### src/rtl/modexp_pkg.sv
package modexp_pkg;
	// Configuration register indexes.
	localparam logic [0:0] REG_EXPONENT = 1'b0;
	localparam logic [0:0] REG_MODULUS  = 1'b1;
	localparam int unsigned CFG_INDEX_BITS = 1;
endpackage

### src/rtl/modexp_if.sv
interface modexp_if #(
	parameter int unsigned WIDTH = 63
);
	logic             valid;
	logic             ready;
	logic [WIDTH-1:0] data;

	modport source (output valid, output data, input ready);
	modport sink (input valid, input data, output ready);
endinterface

### src/rtl/modexp_cfg_if.sv
interface modexp_cfg_if #(
	parameter int unsigned WIDTH = 63
);
	logic                                valid;
	logic                                ready;
	logic [modexp_pkg::CFG_INDEX_BITS-1:0] index;
	logic [WIDTH-1:0]                    data;

	modport source (output valid, output index, output data, input ready);
	modport sink (input valid, input index, input data, output ready);
endinterface

### src/rtl/modular_exponentiation.sv
// Modular exponentiation, right-to-left square-and-multiply. Each message
// request returns message^exponent mod modulus; a zero exponent returns 1 and
// a zero modulus returns 0. One message is worked at a time. The message is
// first reduced by the modulus. A bit-serial modular multiplier then doubles
// and adds once per cycle, and after its scan the ST_SQR state stores the
// product. Each exponent bit costs a square, and a set bit costs a multiply
// as well. A zero exponent or a zero modulus skips the work and goes straight
// to the done state. The result sits in an output register, and the next
// message can be taken while it waits. A finished result waits in the last
// state only while an earlier result is still held. Configuration writes are
// taken only while the block is idle. A message is not taken in a cycle that
// offers a write.
module modular_exponentiation #(
	parameter int unsigned OPERAND_BITS = 63
) (
	input logic clk,
	input logic arst_n,
	modexp_cfg_if.sink cfg,
	modexp_if.sink     message,
	modexp_if.source   result
);
	import modexp_pkg::*;

	localparam int unsigned CNT_BITS = $clog2(OPERAND_BITS + 1);
	localparam int unsigned W = OPERAND_BITS;

	typedef enum logic [2:0] {
		ST_IDLE, ST_REDUCE, ST_MUL, ST_SQR, ST_NEXT, ST_DONE
	} state_t;

	state_t              state_q;
	logic [W-1:0]        exp_reg_q, mod_reg_q;
	logic [W-1:0]        e_q, sq_q, acc_q, a_q, b_q, p_q;
	logic [CNT_BITS-1:0] cnt_q;
	logic [W-1:0]        res_q;
	logic                res_valid_q;
	logic                mul_is_acc_q;
	logic                res_load;

	// One step of the serial product: p = 2p + b_bit*a, each reduced.
	logic [W:0] dbl, dbl_r, add, add_r;
	always_comb begin
		dbl   = {p_q, 1'b0};
		dbl_r = (dbl >= {1'b0, mod_reg_q}) ? dbl - {1'b0, mod_reg_q} : dbl;
		add   = dbl_r + {1'b0, a_q};
		add_r = (add >= {1'b0, mod_reg_q}) ? add - {1'b0, mod_reg_q} : add;
	end

	// Reduction of the message: shift it in MSB first, doubling a remainder.
	logic [W:0] red, red_r;
	always_comb begin
		red   = {p_q, b_q[W-1]};
		red_r = (red >= {1'b0, mod_reg_q}) ? red - {1'b0, mod_reg_q} : red;
	end

	// A finished result moves to the output register once that register is free.
	assign res_load = (state_q == ST_DONE) && (!res_valid_q || result.ready);

	assign cfg.ready     = (state_q == ST_IDLE);
	assign message.ready = (state_q == ST_IDLE) && !cfg.valid;
	assign result.valid  = res_valid_q;
	assign result.data   = res_q;

	// Sequencer and datapath registers.
	always_ff @(posedge clk or negedge arst_n) begin
		if (!arst_n) begin
			state_q      <= ST_IDLE;
			exp_reg_q    <= '0;
			mod_reg_q    <= W'(1);
			res_valid_q  <= 1'b0;
			cnt_q        <= '0;
			mul_is_acc_q <= 1'b0;
		end else begin
			if (res_load) begin
				res_valid_q <= 1'b1;
			end else if (result.valid && result.ready) begin
				res_valid_q <= 1'b0;
			end
			unique case (state_q)
				ST_IDLE: begin
					if (cfg.valid) begin
						if (cfg.index == REG_EXPONENT) begin
							exp_reg_q <= cfg.data;
						end else if (cfg.index == REG_MODULUS) begin
							mod_reg_q <= cfg.data;
						end
					end else if (message.valid) begin
						if (exp_reg_q == '0) begin
							acc_q   <= W'(1);
							state_q <= ST_DONE;
						end else if (mod_reg_q == '0) begin
							acc_q   <= '0;
							state_q <= ST_DONE;
						end else begin
							e_q     <= exp_reg_q;
							b_q     <= message.data;
							p_q     <= '0;
							cnt_q   <= CNT_BITS'(W);
							state_q <= ST_REDUCE;
						end
					end
				end
				ST_REDUCE: begin
					p_q   <= red_r[W-1:0];
					b_q   <= {b_q[W-2:0], 1'b0};
					cnt_q <= cnt_q - 1'b1;
					if (cnt_q == CNT_BITS'(1)) begin
						sq_q    <= red_r[W-1:0];
						// 1 mod m is 0 only for a modulus of one.
						acc_q   <= (mod_reg_q == W'(1)) ? '0 : W'(1);
						state_q <= ST_NEXT;
					end
				end
				ST_NEXT: begin
					p_q   <= '0;
					cnt_q <= CNT_BITS'(W);
					if (e_q == '0) begin
						state_q <= ST_DONE;
					end else if (e_q[0]) begin
						a_q          <= acc_q;
						b_q          <= sq_q;
						mul_is_acc_q <= 1'b1;
						state_q      <= ST_MUL;
					end else begin
						a_q          <= sq_q;
						b_q          <= sq_q;
						mul_is_acc_q <= 1'b0;
						state_q      <= ST_MUL;
					end
				end
				ST_MUL: begin
					p_q   <= b_q[W-1] ? add_r[W-1:0] : dbl_r[W-1:0];
					b_q   <= {b_q[W-2:0], 1'b0};
					cnt_q <= cnt_q - 1'b1;
					if (cnt_q == CNT_BITS'(1)) begin
						state_q <= ST_SQR;
					end
				end
				ST_SQR: begin
					// Store the finished product; after the multiply into acc, queue the square.
					p_q   <= '0;
					cnt_q <= CNT_BITS'(W);
					if (mul_is_acc_q) begin
						acc_q        <= p_q;
						a_q          <= sq_q;
						b_q          <= sq_q;
						mul_is_acc_q <= 1'b0;
						state_q      <= ST_MUL;
					end else begin
						sq_q    <= p_q;
						e_q     <= {1'b0, e_q[W-1:1]};
						state_q <= ST_NEXT;
					end
				end
				ST_DONE: begin
					if (res_load) begin
						res_q   <= acc_q;
						state_q <= ST_IDLE;
					end
				end
				default: state_q <= ST_IDLE;
			endcase
		end
	end

`ifndef SYNTHESIS
	// A result is never overwritten while it waits.
	assert property (@(posedge clk) disable iff (!arst_n)
		result.valid && !result.ready |=> result.valid && $stable(result.data))
		else $error("pending result lost");
	// No message is taken while work is under way.
	assert property (@(posedge clk) disable iff (!arst_n)
		message.ready |-> state_q == ST_IDLE)
		else $error("message accepted while busy");
	// The running values stay reduced during the scan.
	assert property (@(posedge clk) disable iff (!arst_n)
		state_q == ST_MUL |-> p_q < mod_reg_q && a_q < mod_reg_q)
		else $error("operand not reduced");
`endif
endmodule
### src/flat_wrapper.sv
// flat-port wrapper written by rule: the top's interface ports become plain ports
module modular_exponentiation_flat import modexp_pkg::*;
#(
	parameter int unsigned OPERAND_BITS = 63
)
  (clk, arst_n, cfg_valid, cfg_index, cfg_data, cfg_ready, message_valid, message_data, message_ready, result_valid, result_data, result_ready);
  modexp_cfg_if cfg_i ();
  modexp_if message_i ();
  modexp_if result_i ();
  input logic clk;
  input logic arst_n;
  input wire logic [$bits(cfg_i.valid)-1:0] cfg_valid;
  input wire logic [$bits(cfg_i.index)-1:0] cfg_index;
  input wire logic [$bits(cfg_i.data)-1:0] cfg_data;
  output wire logic [$bits(cfg_i.ready)-1:0] cfg_ready;
  input wire logic [$bits(message_i.valid)-1:0] message_valid;
  input wire logic [$bits(message_i.data)-1:0] message_data;
  output wire logic [$bits(message_i.ready)-1:0] message_ready;
  output wire logic [$bits(result_i.valid)-1:0] result_valid;
  output wire logic [$bits(result_i.data)-1:0] result_data;
  input wire logic [$bits(result_i.ready)-1:0] result_ready;
  assign cfg_i.valid = cfg_valid;
  assign cfg_i.index = cfg_index;
  assign cfg_i.data = cfg_data;
  assign cfg_ready = cfg_i.ready;
  assign message_i.valid = message_valid;
  assign message_i.data = message_data;
  assign message_ready = message_i.ready;
  assign result_valid = result_i.valid;
  assign result_data = result_i.data;
  assign result_i.ready = result_ready;
  modular_exponentiation #(.OPERAND_BITS(OPERAND_BITS)) u_core (.clk(clk), .arst_n(arst_n), .cfg(cfg_i), .message(message_i), .result(result_i));
endmodule
### config.mk
export PLATFORM = sky130hd
export DESIGN_NAME = modular_exponentiation_flat
export DESIGN_NICKNAME = d
export VERILOG_FILES = /design/src/rtl/modexp_pkg.sv /design/src/rtl/modexp_if.sv /design/src/rtl/modexp_cfg_if.sv /design/src/rtl/modular_exponentiation.sv /design/src/flat_wrapper.sv
export SDC_FILE = /design/constraint.sdc
export NUM_CORES = 2
export LEC_CHECK = 0
export ABC_AREA = 1
export ABC_CLOCK_PERIOD_IN_PS = 12700
export BUFFER_PORTS_ARGS = -buffer_cell sky130_fd_sc_hd__buf_2
export CORE_AREA = 2 2 366 368
export DETAILED_ROUTE_END_ITERATION = 10
export DIE_AREA = 0 0 368 370
export PLACE_DENSITY_LB_ADDON = 0.15
export SETUP_SLACK_MARGIN = 0.2
export SYNTH_ARGS = -nofsm -noshare
export SYNTH_HDL_FRONTEND = slang
export SYNTH_SLANG_ARGS = --single-unit
export TNS_END_PERCENT = 50
### constraint.sdc
create_clock -name clk -period 12.7 [get_ports clk]
set_clock_uncertainty 0.15 [all_clocks]
set_input_delay 1.27 -clock clk [delete_from_list [all_inputs] [get_ports clk]]
set_output_delay 1.27 -clock clk [all_outputs]
set_load 0.02 [all_outputs]
==> summary.txt <==
Outcome
  • Status: finished, final reports clean

Critical path
  • Slowest stage delay, CP: 0.73 ns
  • Critical path data arrival time: 11.33 ns
  • Slowest-stage cell, CP: nand2_4
  • Critical path class: reg -> reg
  • Critical Path RT: 13.10 ns
  • CP startpoint kind: flip-flop
  • Worst-path maximum fanout: 63
  • Setup crit end kind: flip-flop
  • Worst path most repeated cell: nand2_1

Die
  • Die area: 0.1362 mm2
  • # rows: 134
  • Initial Util: 31.83%
  • Die Y-Extent: 370 um
  • Top-Level Pins: 198
  • Core Area: 0.1325 mm2
  • Die width: 368 um

Final layout
  • P&R area growth vs syn: 12.85%
  • Post-route cell area: 0.04758 mm2
  • Nets@finish: 6304
  • Layout cells sized above 1: 7.481%

Synthesis
  • Mean Syn Cell Area: 7.239 um2
  • Synth Warn #: 0
  • Synth async-reset ratio: 23.70%
  • Sequential area share after synthesis: 39.54%
  • Top-count cell post-synth: nand2_1
  • Flops & latches, synth: 578
  • Syn Nets: 6153
  • Distinct cells, synth: 54
  • Post-synth top area share: 31.41%
  • Post-synth top cells: 1524 x nand2_1, 842 x inv_1, 610 x nor2_1
  • Number of synthesized flops with an enable pin: 441
  • Mapped Area: 0.04216 mm2
  • Post-Synthesis Cells: 5824
  • Synth area leaders: edfxtp_1 31%, nand2_1 14%, dfrtp_1 8.1%
  • Most area-hungry cell type in the Yosys netlist: edfxtp_1
  • Ys flop type: edfxtp_1

Timing
  • RSZ-0062 raised after global routing: false
  • Setup WS post-layout: 1.768 ns
  • Slew headroom: 12.10%
  • Fin. max-slew vios: 0
  • Worst hold slack: 0.2980 ns
  • Worst Tran Pin Value: 1.305 ns
  • Part of the cycle the worst path needs: 86.08%
  • Post-layout minimum cycle time: 10.93 ns
  • Post-route setup TNS: 0 ns
  • Fmax: 91.47 MHz
  • Hold Fails Final Rpt: 0
  • Final setup fails: 0

Global route
  • First-pass GRT wire length: 281500 um
  • Vias in the first global route: 39640
  • Total congestion overflow: 0
  • Largest net degree at the start of global routing: 162
  • Initial antenna violation count: 11
  • GRT Total Usage: 28.73%

Clocking
  • CTS Buf Count: 73
  • CTS tree: done
  • Clock Path Buffers: 3
  • Worst skew pair latency: 0.71 ns
  • CTS resizes: 0
  • CTS Hold Bufs: 0
  • H-tree depth: 3
  • Clock transition at path regs: 0.06 ns
  • CTS root buf: clkbuf_16
  • Post CTS Setup Buffer Count: 0
  • CTS sink count: 578

Routing
  • Routed Antenna Nets: 0
  • DR WL/cell: 25.58 um
  • DR iter-0 viols: 3919
  • # DRC: 0
  • Drt pass-1 iters: 6
  • Vias per cell: 5.175
  • Detailed Route WL: 199500 um
  • DR vias: 40350

Placement
  • Placed cell area: 0.04512 mm2
  • Final weighted congestion in routability-driven placement: 1.039
  • DPL Wire Length: 164900 um
  • DP Worst Slack: 2.118 ns
  • Port bufs: 197

Min path
  • Hold crit path type: reg -> reg

Flow run
  • Max_cap viols: 0
-- stage by stage --
step	utilization, %	instances
after floorplan	-	5824
after global placement	34.06	7668
after detailed placement	34.06	7668
after CTS	35.92	7797
after global routing	35.92	7797
final	35.92	7798
-- flip-flops by register name, summed over array words and instances (netlist names) --
name                 flops
u_core.sq_q             63
u_core.a_q              63
u_core.e_q              63
u_core.state_q           3
u_core.result.data      63
u_core.cnt_q             6
u_core.mod_reg_q        63
u_core.acc_q            63
u_core.p_q              63
u_core.mul_is_acc_q      1
u_core.exp_reg_q        63
u_core.b_q              63
u_core.result.valid      1
-- cell type report --
class | instances | area, um2
tap | 1768 | 2212
sequential | 578 | 16670
multi-input combinational | 4180 | 21510
timing repair buffer | 243 | 1350
clock buffer | 90 | 1972
inverter | 899 | 3376
fill | 14480 | 84870
clock inverter | 39 | 489.2
antenna | 1 | 2.502
-- metal layers --
layer / part of all wire [%] / track usage (%) / up-vias
met4: 4.1 / 11.37 / 0
met1: 48 / 41.83 / 19370
li1: - / - / 19360
met3: 5.8 / 3.264 / 255
met5: 0 / 0 / -
met2: 42 / 43.24 / 1361
-- worst max-delay path, delay by kind of cell (launching register included) --
| kind | cells | cell delay (ns) |
|---|---|---|
| AOI/OAI and AO/OA | 6 | 2.88 |
| adders and majority gates | 3 | 1.40 |
| buffers and inverters | 4 | 0.60 |
| DFF | 1 | 0.38 |
| and+or+nand+nor | 28 | 5.11 |
-- kinds of logic (layout without fill, tap and decap cells) --
| logic type | Yosys count | in the layout | synth area share (%) |
|---|---|---|---|
| AO/OA/AOI/OAI | 1086 | 1086 | 14.37 |
| adder cells (fa/ha/maj) | 197 | 197 | 5.918 |
| other | 0 | 1 | 0 |
| flip-flops | 578 | 578 | 39.54 |
| buffers and inverters | 1066 | 1271 | 9.731 |
| XOR/XNOR | 190 | 190 | 3.947 |
| AND/OR/NAND/NOR | 2707 | 2707 | 26.49 |
-- final timing paths --
check / end / slack (ns) / from / depth (start not counted)
max: u_core.p_q[54]$_DFFE_PP_ / 1.77 / u_core.mod_reg_q[15]$_DFFE_PN0P_ / 41
min: u_core.result.data[11]$_DFFE_PP_ / 0.30 / u_core.acc_q[11]$_DFFE_PP_ / 0
max reg2reg: u_core.p_q[54]$_DFFE_PP_ / 1.77 / u_core.mod_reg_q[15]$_DFFE_PN0P_ / 41
min reg2reg: u_core.result.data[11]$_DFFE_PP_ / 0.30 / u_core.acc_q[11]$_DFFE_PP_ / 0
max in group asynchronous: u_core.mod_reg_q[2]$_DFFE_PN0P_ / 10.52 / arst_n / 2
min in group asynchronous: u_core.exp_reg_q[52]$_DFFE_PN0P_ / 0.46 / arst_n / 1
-- cell usage in the layout, fill, tap and decap left out, types with 7 or more instances in the layout --
| cell type | Yosys | final |
|---|---|---|
| or2_2 | 8 | 8 |
| xnor2_1 | 54 | 54 |
| inv_2 | 57 | 57 |
| o211ai_1 | 74 | 74 |
| o21ai_1 | 45 | 46 |
| edfxtp_1 | 441 | 441 |
| nor4_1 | 49 | 49 |
| o21ai_0 | 444 | 443 |
| nand3b_1 | 12 | 12 |
| a31oi_1 | 9 | 9 |
| nor2_1 | 610 | 603 |
| nor3_1 | 42 | 40 |
| or2_0 | 28 | 28 |
| dfrtp_1 | 136 | 136 |
| buf_4 | 7 | 45 |
| nand4_1 | 47 | 47 |
| bufinv_16 | 0 | 9 |
| nand3_1 | 335 | 334 |
| inv_1 | 842 | 841 |
| xor2_1 | 136 | 136 |
| a21boi_0 | 10 | 10 |
| clkinv_1 | 0 | 10 |
| ha_1 | 193 | 193 |
| a21oi_1 | 351 | 351 |
| clkbuf_16 | 0 | 74 |
| nand2_1 | 1524 | 1521 |
| buf_2 | 23 | 196 |
| or2_1 | 28 | 28 |
| o21a_1 | 12 | 12 |
| o21bai_1 | 102 | 102 |
| nor2_2 | 5 | 7 |
| a21o_1 | 18 | 18 |
| clkbuf_1 | 128 | 10 |
Power is not shown: default switching activity piles up to over one toggle a cycle in this logic, so the estimate is an artifact.
